$ cat src/rtl/core/bmg_pkg.sv
// bmg_pkg: shared types, constants and the cordic arctangent table for the
// bearing measurement gate. No dependencies.
package bmg_pkg;

  // default values for the top-level parameters
  localparam int POS_WIDTH_DEF    = 16;
  localparam int ANGLE_WIDTH_DEF  = 16;
  localparam int CORDIC_STEPS_DEF = 16;

  // configuration register
  localparam int CFG_W          = 15;
  localparam int MIN_DIST_RESET = 192;
  localparam int LAST_Y_RESET   = -2 * MIN_DIST_RESET;

  // result fields
  localparam int DIST_W     = 16;
  localparam int MODE_W     = 2;
  localparam int OUT_BITS   = 1 + MODE_W + DIST_W;
  localparam int OUT_DATA_W = ((OUT_BITS + 7) / 8) * 8;
  localparam int IN_FLAGS   = 4;

  // cordic datapath
  localparam int CORDIC_W   = 33;              // q1.30 plus headroom and sign
  localparam int SC_W       = CORDIC_W - 6;    // q1.24 sin / cos
  localparam int ATAN_IDX_W = 5;
  localparam int ANG_W      = 32;              // internal angle, 2^32 per turn
  localparam logic signed [CORDIC_W-1:0] GAIN_Q30 = 33'sd652032874;
  localparam logic signed [CORDIC_W-1:0] SC_ROUND = 33'sd32;
  localparam int DIST_SHIFT = 24;

  typedef enum logic [MODE_W-1:0] {
    GATE_IDLE         = 2'd0,
    GATE_WAIT_DETECT  = 2'd1,
    GATE_WAIT_RELEASE = 2'd2,
    GATE_DONE         = 2'd3
  } gate_mode_t;

  typedef enum logic [2:0] {
    SEQ_IDLE,
    SEQ_ROT,
    SEQ_FIN,
    SEQ_MUL_C,
    SEQ_MUL_S,
    SEQ_DIST,
    SEQ_EMIT
  } seq_state_t;

  typedef struct packed {
    logic load;      // latch request, start rotation
    logic rot;       // one cordic micro-rotation
    logic fin;       // quadrant fix and round sin / cos
    logic mul_c;     // acc = dy * cos
    logic mul_s;     // acc -= dx * sin
    logic dist_sat;  // abs, round, saturate
    logic emit;      // gate update and result register load
    logic cfg_we;    // threshold write
  } bmg_cmd_t;

  // atan(2^-i) in units of 2^32 per turn
  function automatic logic [ANG_W-1:0] atan_turn(input logic [ATAN_IDX_W-1:0] idx);
    logic [ANG_W-1:0] v;
    case (idx)
      5'd0:    v = 32'h20000000;
      5'd1:    v = 32'h12E4051E;
      5'd2:    v = 32'h09FB385B;
      5'd3:    v = 32'h051111D4;
      5'd4:    v = 32'h028B0D43;
      5'd5:    v = 32'h0145D7E1;
      5'd6:    v = 32'h00A2F61E;
      5'd7:    v = 32'h00517C55;
      5'd8:    v = 32'h0028BE53;
      5'd9:    v = 32'h00145F2F;
      5'd10:   v = 32'h000A2F98;
      5'd11:   v = 32'h000517CC;
      5'd12:   v = 32'h00028BE6;
      5'd13:   v = 32'h000145F3;
      5'd14:   v = 32'h0000A2F9;
      5'd15:   v = 32'h0000517D;
      5'd16:   v = 32'h000028BE;
      5'd17:   v = 32'h0000145F;
      5'd18:   v = 32'h00000A30;
      5'd19:   v = 32'h00000518;
      5'd20:   v = 32'h0000028C;
      5'd21:   v = 32'h00000146;
      5'd22:   v = 32'h000000A3;
      5'd23:   v = 32'h00000051;
      default: v = '0;
    endcase
    return v;
  endfunction

endpackage

$ cat src/rtl/core/bmg_ctrl.sv
// bmg_ctrl: sequencer for one request: cordic rotations, multiply and
// distance steps, result handshake. Depends on bmg_pkg.
module bmg_ctrl #(
  parameter int CORDIC_STEPS = bmg_pkg::CORDIC_STEPS_DEF,
  parameter int SW           = (CORDIC_STEPS > 1) ? $clog2(CORDIC_STEPS) : 1
) (
  input  logic             clk,
  input  logic             rst_n,
  input  logic             in_tvalid,
  output logic             in_tready,
  output logic             out_tvalid,
  input  logic             out_tready,
  input  logic             cfg_valid,
  output logic             cfg_ready,
  output bmg_pkg::bmg_cmd_t cmd,
  output logic [SW-1:0]    step_idx
);

  bmg_pkg::seq_state_t state_r, state_nxt;
  logic [SW-1:0]       idx_r, idx_nxt;
  logic                out_valid_r, out_valid_nxt;

  always_ff @(posedge clk) begin
    if (!rst_n) begin
      state_r     <= bmg_pkg::SEQ_IDLE;
      idx_r       <= '0;
      out_valid_r <= 1'b0;
    end else begin
      state_r     <= state_nxt;
      idx_r       <= idx_nxt;
      out_valid_r <= out_valid_nxt;
    end
  end

  always_comb begin
    state_nxt = state_r;
    idx_nxt   = idx_r;
    cmd       = '0;
    in_tready = 1'b0;
    cmd.cfg_we = cfg_valid;
    case (state_r)
      bmg_pkg::SEQ_IDLE: begin
        in_tready = 1'b1;
        if (in_tvalid) begin
          cmd.load  = 1'b1;
          idx_nxt   = '0;
          state_nxt = bmg_pkg::SEQ_ROT;
        end
      end
      bmg_pkg::SEQ_ROT: begin
        cmd.rot = 1'b1;
        idx_nxt = idx_r + 1'b1;
        if (idx_r == SW'(CORDIC_STEPS - 1)) begin
          state_nxt = bmg_pkg::SEQ_FIN;
        end
      end
      bmg_pkg::SEQ_FIN: begin
        cmd.fin   = 1'b1;
        state_nxt = bmg_pkg::SEQ_MUL_C;
      end
      bmg_pkg::SEQ_MUL_C: begin
        cmd.mul_c = 1'b1;
        state_nxt = bmg_pkg::SEQ_MUL_S;
      end
      bmg_pkg::SEQ_MUL_S: begin
        cmd.mul_s = 1'b1;
        state_nxt = bmg_pkg::SEQ_DIST;
      end
      bmg_pkg::SEQ_DIST: begin
        cmd.dist_sat = 1'b1;
        state_nxt    = bmg_pkg::SEQ_EMIT;
      end
      bmg_pkg::SEQ_EMIT: begin
        // hold here while the previous result is still unclaimed
        if (!out_valid_r || out_tready) begin
          cmd.emit  = 1'b1;
          state_nxt = bmg_pkg::SEQ_IDLE;
        end
      end
      default: begin
        state_nxt = bmg_pkg::SEQ_IDLE;
      end
    endcase
  end

  always_comb begin
    if (cmd.emit) begin
      out_valid_nxt = 1'b1;
    end else if (out_tready) begin
      out_valid_nxt = 1'b0;
    end else begin
      out_valid_nxt = out_valid_r;
    end
  end

  assign out_tvalid = out_valid_r;
  assign cfg_ready  = 1'b1;
  assign step_idx   = idx_r;

endmodule

$ cat src/rtl/core/bmg_dp.sv
// bmg_dp: datapath with cordic sin / cos, shared multiplier, ray distance,
// gate mode state, stored ray and result register. Depends on bmg_pkg.
module bmg_dp #(
  parameter int POS_WIDTH    = bmg_pkg::POS_WIDTH_DEF,
  parameter int ANGLE_WIDTH  = bmg_pkg::ANGLE_WIDTH_DEF,
  parameter int CORDIC_STEPS = bmg_pkg::CORDIC_STEPS_DEF,
  parameter int SW           = (CORDIC_STEPS > 1) ? $clog2(CORDIC_STEPS) : 1
) (
  input  logic                            clk,
  input  logic                            rst_n,
  input  bmg_pkg::bmg_cmd_t               cmd,
  input  logic [SW-1:0]                   step_idx,
  input  logic [bmg_pkg::CFG_W-1:0]       cfg_data,
  input  logic                            found_position,
  input  logic                            signal_stable,
  input  logic                            found_bearing,
  input  logic                            bearing_given_up,
  input  logic [ANGLE_WIDTH-1:0]          bearing_angle,
  input  logic signed [POS_WIDTH-1:0]     pos_x,
  input  logic signed [POS_WIDTH-1:0]     pos_y,
  output logic                            need_bearing,
  output logic [bmg_pkg::MODE_W-1:0]      gate_mode,
  output logic [bmg_pkg::DIST_W-1:0]      ray_distance
);

  // stored position wide enough for the reset value of last_y
  localparam int LW   = (POS_WIDTH > 12) ? POS_WIDTH : 12;
  localparam int CW   = bmg_pkg::CORDIC_W;
  localparam int SCW  = bmg_pkg::SC_W;
  localparam int PRW  = LW + 1 + SCW;
  localparam int ACW  = PRW + 1;
  localparam int QW   = ACW + 1 - bmg_pkg::DIST_SHIFT;
  localparam int DW   = bmg_pkg::DIST_W;

  // configuration and gate state
  logic [bmg_pkg::CFG_W-1:0] thresh_r;
  bmg_pkg::gate_mode_t       mode_r, mode_nxt;
  logic                      need_r, need_nxt;
  logic signed [LW-1:0]      last_x_r, last_y_r;
  logic [ANGLE_WIDTH-1:0]    last_ang_r;
  logic                      store;

  // latched request
  logic                      fp_r, ss_r, fb_r, gu_r;
  logic [ANGLE_WIDTH-1:0]    ang_r;
  logic signed [POS_WIDTH-1:0] px_r, py_r;
  logic signed [LW:0]        dx_r, dy_r;

  // cordic
  logic signed [CW-1:0]      x_r, y_r, z_r;
  logic                      flip_r;
  logic [bmg_pkg::ANG_W-1:0] z32;
  logic signed [CW-1:0]      xs, ys, atan_v, cx, sy, cr, sr;
  logic signed [SCW-1:0]     c_r, s_r;

  // product and distance
  logic signed [LW:0]        opa;
  logic signed [SCW-1:0]     opb;
  logic signed [PRW-1:0]     prod;
  logic signed [ACW-1:0]     acc_r;
  logic [ACW-1:0]            mag;
  logic [ACW:0]              rnd;
  logic [QW-1:0]             q;
  logic [DW-1:0]             dist_r;

  // result register
  logic                      out_need_r;
  logic [bmg_pkg::MODE_W-1:0] out_mode_r;
  logic [DW-1:0]             out_dist_r;

  always_ff @(posedge clk) begin
    if (!rst_n) begin
      thresh_r   <= bmg_pkg::CFG_W'(bmg_pkg::MIN_DIST_RESET);
      mode_r     <= bmg_pkg::GATE_IDLE;
      need_r     <= 1'b0;
      last_x_r   <= '0;
      last_y_r   <= LW'(bmg_pkg::LAST_Y_RESET);
      last_ang_r <= '0;
    end else begin
      if (cmd.cfg_we) begin
        thresh_r <= cfg_data;
      end
      if (cmd.emit) begin
        mode_r <= mode_nxt;
        need_r <= need_nxt;
        if (store) begin
          last_x_r   <= LW'(px_r);
          last_y_r   <= LW'(py_r);
          last_ang_r <= ang_r;
        end
      end
    end
  end

  // angle widened to 2^32 per turn; angles in the left half plane are turned
  // by half a turn and the results negated afterwards
  assign z32    = {last_ang_r, {(bmg_pkg::ANG_W - ANGLE_WIDTH){1'b0}}};
  assign xs     = x_r >>> step_idx;
  assign ys     = y_r >>> step_idx;
  assign atan_v = CW'(bmg_pkg::atan_turn(bmg_pkg::ATAN_IDX_W'(step_idx)));
  assign cx     = flip_r ? -x_r : x_r;
  assign sy     = flip_r ? -y_r : y_r;
  assign cr     = cx + bmg_pkg::SC_ROUND;
  assign sr     = sy + bmg_pkg::SC_ROUND;

  // one multiplier shared by the two products
  assign opa  = cmd.mul_c ? dy_r : dx_r;
  assign opb  = cmd.mul_c ? c_r : s_r;
  assign prod = PRW'(opa) * PRW'(opb);

  assign mag = acc_r[ACW-1] ? ACW'(-acc_r) : ACW'(acc_r);
  assign rnd = {1'b0, mag} + (ACW + 1)'(1 << (bmg_pkg::DIST_SHIFT - 1));
  assign q   = rnd[ACW:bmg_pkg::DIST_SHIFT];

  always_ff @(posedge clk) begin
    if (cmd.load) begin
      fp_r   <= found_position;
      ss_r   <= signal_stable;
      fb_r   <= found_bearing;
      gu_r   <= bearing_given_up;
      ang_r  <= bearing_angle;
      px_r   <= pos_x;
      py_r   <= pos_y;
      dx_r   <= (LW + 1)'(pos_x) - (LW + 1)'(last_x_r);
      dy_r   <= (LW + 1)'(pos_y) - (LW + 1)'(last_y_r);
      flip_r <= z32[bmg_pkg::ANG_W-1] ^ z32[bmg_pkg::ANG_W-2];
      x_r    <= bmg_pkg::GAIN_Q30;
      y_r    <= '0;
      z_r    <= CW'($signed({z32[bmg_pkg::ANG_W-1] ^ (z32[bmg_pkg::ANG_W-1] ^
                 z32[bmg_pkg::ANG_W-2]), z32[bmg_pkg::ANG_W-2:0]}));
    end
    if (cmd.rot) begin
      if (!z_r[CW-1]) begin
        x_r <= x_r - ys;
        y_r <= y_r + xs;
        z_r <= z_r - atan_v;
      end else begin
        x_r <= x_r + ys;
        y_r <= y_r - xs;
        z_r <= z_r + atan_v;
      end
    end
    if (cmd.fin) begin
      c_r <= cr[CW-1:6];
      s_r <= sr[CW-1:6];
    end
    if (cmd.mul_c) begin
      acc_r <= ACW'(prod);
    end
    if (cmd.mul_s) begin
      acc_r <= acc_r - ACW'(prod);
    end
    if (cmd.dist_sat) begin
      dist_r <= (|q[QW-1:DW]) ? {DW{1'b1}} : q[DW-1:0];
    end
    if (cmd.emit) begin
      out_need_r <= need_nxt;
      out_mode_r <= mode_nxt;
      out_dist_r <= dist_r;
    end
  end

  // gate update; found_position overrides everything and done is absorbing
  always_comb begin
    mode_nxt = fp_r ? bmg_pkg::GATE_DONE : mode_r;
    need_nxt = fp_r ? 1'b0 : need_r;
    store    = 1'b0;
    case (mode_nxt)
      bmg_pkg::GATE_IDLE: begin
        if (ss_r && (dist_r >= DW'(thresh_r))) begin
          mode_nxt = bmg_pkg::GATE_WAIT_DETECT;
          need_nxt = 1'b1;
        end
      end
      bmg_pkg::GATE_WAIT_DETECT: begin
        if (fb_r || gu_r) begin
          mode_nxt = bmg_pkg::GATE_WAIT_RELEASE;
          need_nxt = 1'b0;
          store    = fb_r;
        end
      end
      bmg_pkg::GATE_WAIT_RELEASE: begin
        if (!fb_r && !gu_r) begin
          mode_nxt = bmg_pkg::GATE_IDLE;
        end
      end
      default: begin
      end
    endcase
  end

  assign need_bearing = out_need_r;
  assign gate_mode    = out_mode_r;
  assign ray_distance = out_dist_r;

endmodule

$ cat src/rtl/core/bearing_measurement_gate_top.sv
// bearing_measurement_gate_top: stream ports, field packing, sequencer and
// datapath. Depends on bmg_pkg, bmg_ctrl, bmg_dp.
//
//   channel  ports                          carries
//   in_      in_tvalid/in_tready/in_tdata   one tick: flags, bearing, position
//   out_     out_tvalid/out_tready/out_tdata request flag, gate mode, distance
//   cfg_     cfg_valid/cfg_ready/cfg_data   min_ray_distance threshold
//
// each request's span from accept to the next accept is set by the
// one-step-per-cycle cordic rotation and the single shared multiplier. the
// result register lets a new request start while the last result waits; a
// request finishing before that result is taken holds in its final step.
// rst_n is synchronous; cfg_ready is always high.
module bearing_measurement_gate_top #(
  parameter int POS_WIDTH    = bmg_pkg::POS_WIDTH_DEF,
  parameter int ANGLE_WIDTH  = bmg_pkg::ANGLE_WIDTH_DEF,
  parameter int CORDIC_STEPS = bmg_pkg::CORDIC_STEPS_DEF,
  parameter int IN_DATA_W    = ((bmg_pkg::IN_FLAGS + ANGLE_WIDTH + 2 * POS_WIDTH + 7) / 8) * 8
) (
  input  logic                             clk,
  input  logic                             rst_n,
  // found_position, signal_stable, found_bearing, bearing_given_up,
  // bearing_angle, pos_x, pos_y
  input  logic                             in_tvalid,
  output logic                             in_tready,
  input  logic [IN_DATA_W-1:0]             in_tdata,
  // need_bearing, gate_mode, ray_distance
  output logic                             out_tvalid,
  input  logic                             out_tready,
  output logic [bmg_pkg::OUT_DATA_W-1:0]   out_tdata,
  input  logic                             cfg_valid,
  output logic                             cfg_ready,
  input  logic [bmg_pkg::CFG_W-1:0]        cfg_data
);

  localparam int SW  = (CORDIC_STEPS > 1) ? $clog2(CORDIC_STEPS) : 1;
  localparam int AB  = bmg_pkg::IN_FLAGS;
  localparam int XB  = AB + ANGLE_WIDTH;
  localparam int YB  = XB + POS_WIDTH;

  bmg_pkg::bmg_cmd_t               cmd;
  logic [SW-1:0]                   step_idx;
  logic                            need_bearing;
  logic [bmg_pkg::MODE_W-1:0]      gate_mode;
  logic [bmg_pkg::DIST_W-1:0]      ray_distance;

  bmg_ctrl #(
    .CORDIC_STEPS (CORDIC_STEPS),
    .SW           (SW)
  ) u_ctrl (
    .clk        (clk),
    .rst_n      (rst_n),
    .in_tvalid  (in_tvalid),
    .in_tready  (in_tready),
    .out_tvalid (out_tvalid),
    .out_tready (out_tready),
    .cfg_valid  (cfg_valid),
    .cfg_ready  (cfg_ready),
    .cmd        (cmd),
    .step_idx   (step_idx)
  );

  bmg_dp #(
    .POS_WIDTH    (POS_WIDTH),
    .ANGLE_WIDTH  (ANGLE_WIDTH),
    .CORDIC_STEPS (CORDIC_STEPS),
    .SW           (SW)
  ) u_dp (
    .clk              (clk),
    .rst_n            (rst_n),
    .cmd              (cmd),
    .step_idx         (step_idx),
    .cfg_data         (cfg_data),
    .found_position   (in_tdata[0]),
    .signal_stable    (in_tdata[1]),
    .found_bearing    (in_tdata[2]),
    .bearing_given_up (in_tdata[3]),
    .bearing_angle    (in_tdata[XB-1:AB]),
    .pos_x            ($signed(in_tdata[YB-1:XB])),
    .pos_y            ($signed(in_tdata[YB+POS_WIDTH-1:YB])),
    .need_bearing     (need_bearing),
    .gate_mode        (gate_mode),
    .ray_distance     (ray_distance)
  );

  assign out_tdata = {{(bmg_pkg::OUT_DATA_W - bmg_pkg::OUT_BITS){1'b0}},
                      ray_distance, gate_mode, need_bearing};

endmodule
$ cat config.mk
export PLATFORM = sky130hd
export DESIGN_NAME = bearing_measurement_gate_top
export DESIGN_NICKNAME = d
export VERILOG_FILES = /design/src/rtl/core/bmg_pkg.sv /design/src/rtl/core/bmg_ctrl.sv /design/src/rtl/core/bmg_dp.sv /design/src/rtl/core/bearing_measurement_gate_top.sv
export SDC_FILE = /design/constraint.sdc
export NUM_CORES = 2
export LEC_CHECK = 0
export ABC_AREA = 1
export BUFFER_PORTS_ARGS = -buffer_cell sky130_fd_sc_hd__clkbuf_2
export CAP_MARGIN = 20
export CORE_UTILIZATION = 65
export CTS_BUF_LIST = sky130_fd_sc_hd__clkbuf_8
export DETAILED_ROUTE_END_ITERATION = 12
export PLACE_DENSITY = 0.88
export SLEW_MARGIN = 40
export SYNTH_ARGS = -nofsm -noshare
export SYNTH_HDL_FRONTEND = slang
export SYNTH_SLANG_ARGS = --single-unit
$ cat constraint.sdc
create_clock -name clk -period 11.3 [get_ports clk]
set_input_delay 2.825 -clock clk [delete_from_list [all_inputs] [get_ports clk]]
set_output_delay 2.825 -clock clk [all_outputs]
set_load 0.05 [all_outputs]
==> results.toml <==
[floorplan]
die-area_um2 = 77200
core_area_um2 = 74800
die_w_um = 278
start_util = 0.661
die_h_um = 278
boundaryPins = 103
fp-row-count = 100

[final_layout]
synthToLayoutAreaGrowth_pct = 6.18
drive_above_1_share = 0.0623
final_util = 0.702
final_common_cell = "nand2_1"
num-nets-final = 7401
layout_common_cells = "nand2_1, inv_1, nor2_1, fa_1, o21ai_0"

[logic_synthesis]
avgSynthCellArea_um2 = 7.61
synthArstFlopShare = 0
synth_top_area_share = 0.194
synth_edf_count = 320
synth.area.top_cells = "edfxtp_1, fa_1, nand2_1, inv_1, ha_1"
synthCells = 6506
yosysSeqAreaShare = 0.236
yosys.area.top_type = "edfxtp_1"
syn_area_um2 = 49500
synth_ff_type = "edfxtp_1"
ys_warn_count = 0
ys_ff_latch = 424
synth_cell_types = 76

[setup_path]
worstPathRequired_ns = 11.77
slowest_stage = "clkinv_1"
cp_data_arrival_time_ns = 10.95
startpoint_type = "flop"
crit_top_cell = "nand2_1"
crit_fanout = 56
worstSetupPathType = "reg2reg"
critPathCaptureType = "flop"
slowest_delay_ns = 0.63

[clocking]
clkTransAtPathRegs_ns = 0.07
ctsHoldBuffers = 0
cts_buffers = 75
ctsResizeCount = 0
cts_root_buf = "clkbuf_8"
clock-sinks = 424
cts_tree = "yes"
cts-htree-levels = 3
post_cts_buffers = 0
clk_latency_ns = 0.72
cts_buffer_depth = 3

[route]
wl_per_cell_um = 17.8
dr.pass1.iters = 8
drt_iter0_markers = 4389
num_vias = 44200
drc_errors = 0
wl_um = 135000
via_per_inst = 5.81
ant_nets = 0

[sta]
rsz0062_at_grt = "no"
finClkSkew_ns = 0.0441
tightest_slew_ns = 0.900
final-hold-violation-count = 0
slew_headroom = 0.390
setup_viol = 0
finalCriticalPeriod_ns = 10.48
finalCritPeriodShare = 0.927
setup_tns_ns = 0
maxSlewViolCount = 0
clock.fmax_ghz = 0.0954

[global_routing]
grt_use_total = 0.351
antenna_found_initial = 2
grt_max_degree = 103
grt_pass1_wl_um = 217000
grt-ovfl-total = 0
grt_pass1_vias = 43800

[job]
cap_violations = 0

[run_status]
outcome = "completed"

[placement]
hpwlAfterDp_um = 105000
place.gp.congestion = 0.990
port_buffers = 92

[hold_path]
holdCritPathClass = "reg2reg"
[cells in the mapped netlist, types with 7 or more instances]
| cell type | number |
|---|---|
| o21ai_1 | 132 |
| o211ai_1 | 25 |
| buf_6 | 8 |
| dfxtp_1 | 104 |
| ha_1 | 302 |
| nand3_2 | 14 |
| a21o_1 | 11 |
| mux2i_1 | 27 |
| nor2_4 | 12 |
| a21boi_0 | 17 |
| a31oi_1 | 41 |
| a21oi_1 | 378 |
| edfxtp_1 | 320 |
| nor4_1 | 17 |
| o31ai_1 | 9 |
| o21a_1 | 36 |
| clkbuf_1 | 123 |
| buf_1 | 19 |
| o21ai_0 | 391 |
| o21ai_2 | 7 |
| nand3b_1 | 14 |
| nand2_1 | 1396 |
| nand3_1 | 188 |
| and2_1 | 8 |
| buf_2 | 16 |
| nand4_1 | 43 |
| nor2_1 | 686 |
| xnor2_1 | 100 |
| clkinv_1 | 17 |
| or2_2 | 24 |
| nand2_2 | 19 |
| nor2_2 | 15 |
| o21bai_1 | 21 |
| buf_4 | 15 |
| xor2_1 | 213 |
| or2_1 | 8 |
| nor3_1 | 65 |
| inv_2 | 9 |
| a221oi_1 | 7 |
| inv_1 | 1126 |
| fa_1 | 452 |
[worst max-delay path: cells and delay by family (launching register included)]
| family | cells | cell delay, ns |
|---|---|---|
| xor gates and xnor gates | 1 | 0.26 |
| and+or+nand+nor | 15 | 2.30 |
| buffers and inverters | 6 | 1.06 |
| DFF | 1 | 0.36 |
| AOI/OAI and AO/OA | 9 | 2.29 |
| adders and majority gates | 8 | 3.93 |
[metal layers]
layer	vias up	wire [µm]	track usage
met1	20600	51300	0.428
met2	2217	64200	0.593
met4	0	8040	0.187
met5	-	0	0
li1	20800	-	-
met3	544	11900	0.0588
[registers in the layout (all words and copies together) (netlist names), 2 cells and up]
| signal | flops |
|---|---|
| u_dp.x_r | 33 |
| u_dp.dx_r | 17 |
| u_dp.last_x_r | 16 |
| u_dp.ang_r | 16 |
| u_dp.dy_r | 17 |
| u_dp.thresh_r | 15 |
| u_dp.mode_r | 2 |
| u_dp.acc_r | 45 |
| u_dp.gate_mode | 2 |
| u_ctrl.state_r | 3 |
| u_dp.atan_v | 30 |
| u_dp.dist_r | 16 |
| u_dp.last_ang_r | 16 |
| u_dp.ray_distance | 16 |
| u_dp.last_y_r | 16 |
| u_dp.s_r | 27 |
| u_dp.px_r | 16 |
| u_ctrl.step_idx | 4 |
| u_dp.z_r | 33 |
| u_dp.c_r | 27 |
| u_dp.py_r | 16 |
| u_dp.y_r | 33 |
[path summary, 6_finish.rpt]
path,from,end,slack (ns),cells after the start
max,u_ctrl.state_r[2],u_dp.acc_r[43],0.82,39
min,u_dp.last_x_r[2],u_dp.last_x_r[2],0.46,2
max reg2reg,u_ctrl.state_r[2],u_dp.acc_r[43],0.82,39
min reg2reg,u_dp.last_x_r[2],u_dp.last_x_r[2],0.46,2
[cell families after synthesis]
family                   count (synthesis)  share of synthesized area
buffers and inverters                 1334                      0.104
other                                    2                   0.000152
flip-flops                             424                      0.236
adder cells (fa/ha/maj)                754                      0.259
XOR/XNOR                               321                     0.0585
AND/OR/NAND/NOR                       2532                      0.213
AO/OA/AOI/OAI                         1112                      0.123
multiplexers                            27                    0.00546
[per-stage QoR]
step	cell area (µm²)	cells	hold WS [ns]	worst slack [ns]
finish	52500	7604	0.460	0.820
global route	52500	7604	0.489	0.343
CTS	52500	7601	0.462	1.03
detailed placement	51000	7462	0.440	1.14
global placement	50900	7462	0.439	1.21
floorplan	49500	6510	0.426	0.649
[cell type report]
cell class,count,area (µm²)
Antenna cell,2,5.00
Clock buffer,84,1160
Clock inverter,55,378
Fill cell,5762,22300
Inverter,1152,4330
Multi-Input combinational cell,4752,32700
Sequential cell,424,11700
Tap cell,969,1210
Timing Repair Buffer,166,1030
Power is left out: the tool's default activity adds up to more than one toggle a clock period on the data nets, which glitch-free logic cannot reach.
